===== src/hdl/tifs_pkg.sv =====
`default_nettype none
package tifs_pkg;

    // field widths
    localparam int OPCODE_W  = 1;
    localparam int BYTE_W    = 8;
    localparam int ITEM_ID_W = 12;
    localparam int RANK_W    = 6;
    localparam int ENTRY_W   = 8;
    localparam int STEP_W    = $clog2(RANK_W);

    // configuration port
    localparam int PART_ID_W  = 8;
    localparam int PART_CNT_W = 9;
    localparam int CFG_DATA_W = 9;
    localparam int CFG_ADDR_W = 2;
    localparam logic [CFG_ADDR_W-1:0] CFG_PART_ID    = 2'd0;
    localparam logic [CFG_ADDR_W-1:0] CFG_PART_COUNT = 2'd1;

    // defaults for the top level parameters
    localparam int ITEM_IDS_DEF  = 4096;
    localparam int NUM_RANKS_DEF = 64;

    // opcodes
    localparam logic [OPCODE_W-1:0] OP_TEXT = 1'b0;
    localparam logic [OPCODE_W-1:0] OP_LOAD = 1'b1;

    // text constants
    localparam logic [BYTE_W-1:0] CHAR_0  = 8'h30;
    localparam logic [BYTE_W-1:0] CHAR_9  = 8'h39;
    localparam logic [BYTE_W-1:0] CHAR_NL = 8'h0A;
    localparam int DEC_BASE = 10;

    // table entry layout
    localparam int ENTRY_VALID_BIT = 7;
    localparam int ENTRY_SEL_BIT   = 6;

    typedef struct packed {
        logic [OPCODE_W-1:0]  opcode;
        logic [BYTE_W-1:0]    text_byte;
        logic [ITEM_ID_W-1:0] item_id;
        logic [RANK_W-1:0]    rank;
    } t_in_req;

    typedef struct packed {
        logic [RANK_W-1:0] out_rank;
        logic              last;
    } t_out_rsp;

    typedef struct packed {
        logic clr_wr;
        logic accept;
        logic div_step;
        logic tbl_wr;
        logic lookup_apply;
        logic line_clear;
        logic drain_init;
        logic drain_step;
    } t_ctl_cmd;

    typedef struct packed {
        logic clr_done;
        logic is_load;
        logic is_digit;
        logic is_nl;
        logic in_number;
        logic div_last;
        logic nl_pending;
        logic line_hit;
        logic drain_fin;
    } t_dp_sts;

endpackage
`default_nettype wire


===== src/hdl/tifs_ctrl.sv =====
`default_nettype none
module tifs_ctrl (
    input  wire logic              i_clk,
    input  wire logic              i_rst_n,
    input  wire logic              i_in_valid,
    input  wire tifs_pkg::t_dp_sts i_sts,
    output tifs_pkg::t_ctl_cmd     o_cmd,
    output logic                   o_in_ready
);

    localparam logic [2:0] S_CLEAR  = 3'd0;
    localparam logic [2:0] S_IDLE   = 3'd1;
    localparam logic [2:0] S_DIV    = 3'd2;
    localparam logic [2:0] S_WRITE  = 3'd3;
    localparam logic [2:0] S_LOOKUP = 3'd4;
    localparam logic [2:0] S_LINE   = 3'd5;
    localparam logic [2:0] S_DRAIN  = 3'd6;

    logic [2:0] r_state;
    logic [2:0] n_state;

    assign o_in_ready = (r_state == S_IDLE);

    always_comb begin
        n_state = r_state;
        o_cmd   = '0;
        case (r_state)
            S_CLEAR: begin
                o_cmd.clr_wr = 1'b1;
                if (i_sts.clr_done) begin
                    n_state = S_IDLE;
                end
            end
            S_IDLE: begin
                if (i_in_valid) begin
                    o_cmd.accept = 1'b1;
                    if (i_sts.is_load) begin
                        n_state = S_DIV;
                    end else if (!i_sts.is_digit) begin
                        if (i_sts.in_number) begin
                            n_state = S_LOOKUP;
                        end else if (i_sts.is_nl) begin
                            n_state = S_LINE;
                        end
                    end
                end
            end
            S_DIV: begin
                o_cmd.div_step = 1'b1;
                if (i_sts.div_last) begin
                    n_state = S_WRITE;
                end
            end
            S_WRITE: begin
                o_cmd.tbl_wr = 1'b1;
                n_state      = S_IDLE;
            end
            S_LOOKUP: begin
                o_cmd.lookup_apply = 1'b1;
                n_state = i_sts.nl_pending ? S_LINE : S_IDLE;
            end
            S_LINE: begin
                if (i_sts.line_hit) begin
                    o_cmd.drain_init = 1'b1;
                    n_state          = S_DRAIN;
                end else begin
                    o_cmd.line_clear = 1'b1;
                    n_state          = S_IDLE;
                end
            end
            S_DRAIN: begin
                o_cmd.drain_step = 1'b1;
                if (i_sts.drain_fin) begin
                    n_state = S_IDLE;
                end
            end
            default: begin
                n_state = S_IDLE;
            end
        endcase
    end

    always_ff @(posedge i_clk) begin
        if (!i_rst_n) begin
            r_state <= S_CLEAR;
        end else begin
            r_state <= n_state;
        end
    end

    a_cmd_onehot: assert property (@(posedge i_clk) disable iff (!i_rst_n)
        $onehot0(o_cmd))
        else $error("controller issued more than one command");

endmodule
`default_nettype wire


===== config.mk =====
export PLATFORM = sky130hd
export DESIGN_NAME = tifs_ctrl
export DESIGN_NICKNAME = d
export VERILOG_FILES = /design/src/hdl/tifs_pkg.sv /design/src/hdl/tifs_ctrl.sv
export SDC_FILE = /design/constraint.sdc
export NUM_CORES = 1
export LEC_CHECK = 0
export ABC_CLOCK_PERIOD_IN_PS = 2400
export BUFFER_PORTS_ARGS = -buffer_cell sky130_fd_sc_hd__buf_2
export CELL_PAD_IN_SITES_DETAIL_PLACEMENT = 0
export CELL_PAD_IN_SITES_GLOBAL_PLACEMENT = 1
export CORE_AREA = 2 2 39 41
export DETAILED_ROUTE_END_ITERATION = 10
export DIE_AREA = 0 0 41 43
export PLACE_DENSITY = 0.81
export SLEW_MARGIN = 0
export SYNTH_ARGS = -nofsm -noshare
export SYNTH_HDL_FRONTEND = slang
export SYNTH_SLANG_ARGS = --single-unit

===== constraint.sdc =====
create_clock -name i_clk -period 2.4 [get_ports i_clk]
set_input_delay 0.48 -clock i_clk [delete_from_list [all_inputs] [get_ports i_clk]]
set_output_delay 0.48 -clock i_clk [all_outputs]
set_load 0.005 [all_outputs]

# Word-level counts from Yosys, hierarchy flattened
# Cells that the tools add are included.
# Widths: inputs -> output; s select.
op_classes:
  reduce_logical: 2
  eq_ne: 12
  mux: 21
ops:
  columns: ["cell", "n"]
  rows:
  - ["$mux 3", 10]
  - ["$pmux 3 s6", 1]
  - ["$eq 3x3->1 const B", 3]
  - ["$mux 1", 9]
  - ["$ne 2x2->1 const B", 4]
  - ["$eq 3x2->1 const B", 2]
  - ["$reduce_and 6->1", 1]
  - ["$ne 4x4->1 const B", 1]
  - ["$eq 3x1->1 const B", 1]
  - ["$logic_not 3->1", 1]
  - ["$ne 3x3->1 const B", 1]
  - ["$mux 2", 1]
totals:
  out_inout_bits: 9
  inputBits: 12
  register_bits: 3

# Depth between registers and ports, before layout
logic_depth:
  ltp_word: 6
  depth_mapped: 6
  mapped_depth_nobuf: 6

# Least setup slack after synthesis
# No wires, ideal clock.
synth_path:
  path_kind: "reg2out"
  from: "register r_state[0]"
  to: "output port o_cmd[2] (netlist bit)"
  path_stages_with_launch: 4
  required_ps: 1920
  n_path_buf: 2
  t_arrival_ps: 875
  setup_slack_ps: 1045
  path_cell_list: "dfxtp_1 > buf_6 > buf_4 > nor4bb_1"
synth_rtl:
  columns: ["item", "line", "source"]
  rows:
  - ["start, declared", "tifs_ctrl.sv:19", "logic [2:0] r_state;"]
  - ["start signal, assigned", "tifs_ctrl.sv:87", "r_state <= n_state;"]
  - ["end, declared", "tifs_ctrl.sv:7", "output tifs_pkg::t_ctl_cmd o_cmd,"]

==> summary.md <==
| Metric | Value |
|---|---|
| Status | `finished clean` |
| R2R depth | `4` |
| Clock transition at path regs | `around 0.040 ns` |
| Number of H-tree levels | `1` |
| Layout cell share with drive strength beyond 1 | `45.3%` |
| Max-slew headroom | `between 60 and 70%` |
| Setup_tns | `0 ns` |
| Syn Std Cell Area | `355 um^2` |
| P&R area growth vs syn | `33.1%` |
| Netlist cell types | `32` |
| Maxcap violations | `0` |
| Input/output buffers | `20` |
| Slowest CP cell | `dfxtp_1` |
| Cells after synthesis | `44` |
| # hold bufs at CTS | `0` |
| Crit path max fanout | `16` |
| Hold Path Sink | `r_state[2]` |
| FF+latch count, synth | `3` |
| CP Capture Type | `output port` |
| RSZ-0062 raised after global routing | `no` |
| Non-filler cells, final | `80` |
| Pwr dens | `463 nW/um^2` |
| Row Count | `14` |
| Final core occ | `34.2%` |
| Yosys top cell area share | `16.9%` |
| Static Leak | `0.234 nW` |
| GP Congestion | `around 0.82` |
| Kind of cell adding the most delay to the critical path | `flip-flops` |
| Largest Register | `r_state` |
| Root Driver | `clkbuf_4` |
| Peak VDD IR | `about 0.20 mV` |
| Die H | `43 um` |
| First-pass GRT wire length | `1150 um` |
| Avg WL per Cell | `10.5 um` |
| Grt ovf | `0` |
| Initial antenna violation count | `0` |
| PostCTS Resize Cnt | `0` |
| # IOs | `21` |
| Die Wd | `41 um` |
| Skew-Pair Late Insertion Delay | `0.23 ns` |
| Worst-path cell chain | `nand2_1, inv_1, and2_1, buf_2` |
| TritonCTS sink count | `3` |
| Startpoint types | `register` |
| Synth top area cells | `dfxtp_1 17%, nand2_1 5.3%, mux2_4 4.2%` |
| Multi-input logic area | `259 um^2` |
| Synth area leader | `dfxtp_1` |
| WS Path Type | `reg -> out` |
| Antenna viol nets, final | `0` |
| Sequential-to-total area share from yosys stat | `16.9%` |
| Fin. max-slew vios | `0` |
| Max Clock Freq | `536 MHz` |
| Max FFs per register | `3` |
| CTS Buf Count | `3` |
| Synth warn | `0` |
| Final WL | `841 um` |
| HP Class | `in -> reg` |
| ANT cells | `0` |
| CTS tree | `done` |
| Initial DRC count | `10` |
| Total core area | `1380 um^2` |
| HPWL Detailed | `between 600 and 700 um` |
| DIE AREA | `1760 um^2` |
| Hold path startpoint | `i_rst_n` |
| Avg Vias per Cell | `just under 5` |
| Via count | `between 300 and 400` |
| Slew @ Worst Pin | `0.538 ns` |
| First drt pass iteration count | `4` |
| Worst Skew | `0.00281 ns` |
| Crit path DAT | `about 1.4 ns` |
| Post-Syn Nets | `56` |
| Worst flop-to-flop path startpoint | `r_state[0]` |
| RR Endpoint | `r_state[2]` |
| Total design power | `0.219 mW` |
| Total Routing Usage GR | `a little under a tenth` |
| Nets@finish | `77` |
| Reg area | `60.1 um^2` |
| Reg-to-reg slack, setup | `0.89 ns` |
| Placed cell count | `76` |
| Cell count of the worst hold path | `2` |
| Slowest stage delay, CP | `0.65 ns` |
| Final Setup Violations | `0` |
| Syn Area/Cell | `roughly 8.1 um^2` |
| Pin count of the biggest net entering global routing | `17` |
| Crit path time final | `1.87 ns` |
| DR DRC count | `0` |
| Max clock buf depth | `2` |
| Final worst-path cycle share | `77.8%` |
| Final hold slack | `0.510 ns` |
| Vias in the first global route | `282` |
| Top Registers | `r_state x3` |
| Final Hold Viols | `0` |
| Filler instances | `148` |
| Req. time, crit path | `1.92 ns` |
| Buf/Inv on CP | `2` |
| Starting Density | `25.7%` |
| Setup Fix Bufs, Post-CTS | `0` |
cells in the mapped netlist:
cell	number
o211ai_2	1
o31ai_1	1
nand2_1	5
o21bai_1	1
a21oi_1	2
nor2_1	2
a31oi_1	1
nor4bb_1	1
nor2_2	1
dfxtp_1	3
and3b_1	1
nor3b_1	2
and2_1	1
o41ai_1	1
o21ai_0	2
mux2i_1	1
mux2_4	1
o2111a_1	1
and3_1	1
nor4b_2	1
buf_2	2
a21boi_2	1
nor3_1	1
buf_6	1
inv_1	2
a21bo_1	1
or3_1	1
and4b_1	1
nand3_1	1
nand3b_1	1
buf_4	1
mux2_2	1
where the power goes:
group	internal, mW	total [mW]	switching (mW)
clock	0.0623	0.0881	0.0258
combinational	0.0349	0.0621	0.0272
sequential	0.0539	0.0690	0.0151
total	0.151	0.219	0.0680
layout make-up:
cell class / instances / area share (%)
Multi-Input combinational cell: 35 / 54.8
Sequential cell: 3 / 12.7
Clock buffer: 4 / 5.56
Inverter: 2 / 1.59
Tap cell: 16 / 4.23
Timing Repair Buffer: 20 / 21.2
worst max-delay path by stage:
stage	startpoint	endpoint	slack (ns)	cells past startpoint
after floorplan	r_state[0]	o_cmd[2]	1.04	3
after global placement	r_state[0]	o_cmd[2]	0.79	2
after detailed placement	r_state[0]	o_cmd[6]	0.79	4
after CTS	r_state[0]	o_cmd[6]	0.53	4
after global routing	r_state[0]	o_cmd[6]	0.43	4
final	r_state[0]	o_cmd[6]	0.53	4
layer usage:
| metal | wire length, um | GRT usage, % | vias to the layer above | part of all wire, % |
|---|---|---|---|---|
| li1 | - | - | 205 | - |
| met1 | 413 | 13.5 | 164 | 49 |
| met2 | 357 | 12.5 | 18 | 42 |
| met3 | 70 | 1.57 | 0 | 8.3 |
| met4 | 0 | 6.00 | 0 | 0 |
| met5 | 0 | 0 | - | 0 |
worst register-to-register path: cells and delay by family, from the launching register on:
kind	cells	cell delay, ns
simple gates	1	0.18
compound gates	2	0.23
mux	1	0.35
flops	1	0.65
cells in the final DEF, fill, tap and decap left out, drive strengths merged, types with 2 or more instances in the layout:
cell / n
dfxtp: 3
mux2: 2
inv: 2
a21oi: 2
buf: 20
clkbuf: 4
nor3b: 2
nand2: 5
nor2: 3
o21ai: 2
cells by family after synthesis:
| kind of cell | after synthesis | synth area share (%) |
|---|---|---|
| and+or+nand+nor | 20 | 35.9 |
| AOI/OAI and AO/OA | 12 | 26.8 |
| DFF | 3 | 16.9 |
| muxes | 3 | 10.2 |
| buffers and inverters | 6 | 10.2 |
metrics by stage:
step / area [um^2] / setup slack (ns)
after floorplan: 355 / 1.04
after global placement: 447 / 0.792
after detailed placement: 447 / 0.790
after CTS: 473 / 0.530
after global routing: 473 / 0.426
final: 473 / 0.534
(Power assumes the default switching activity.)
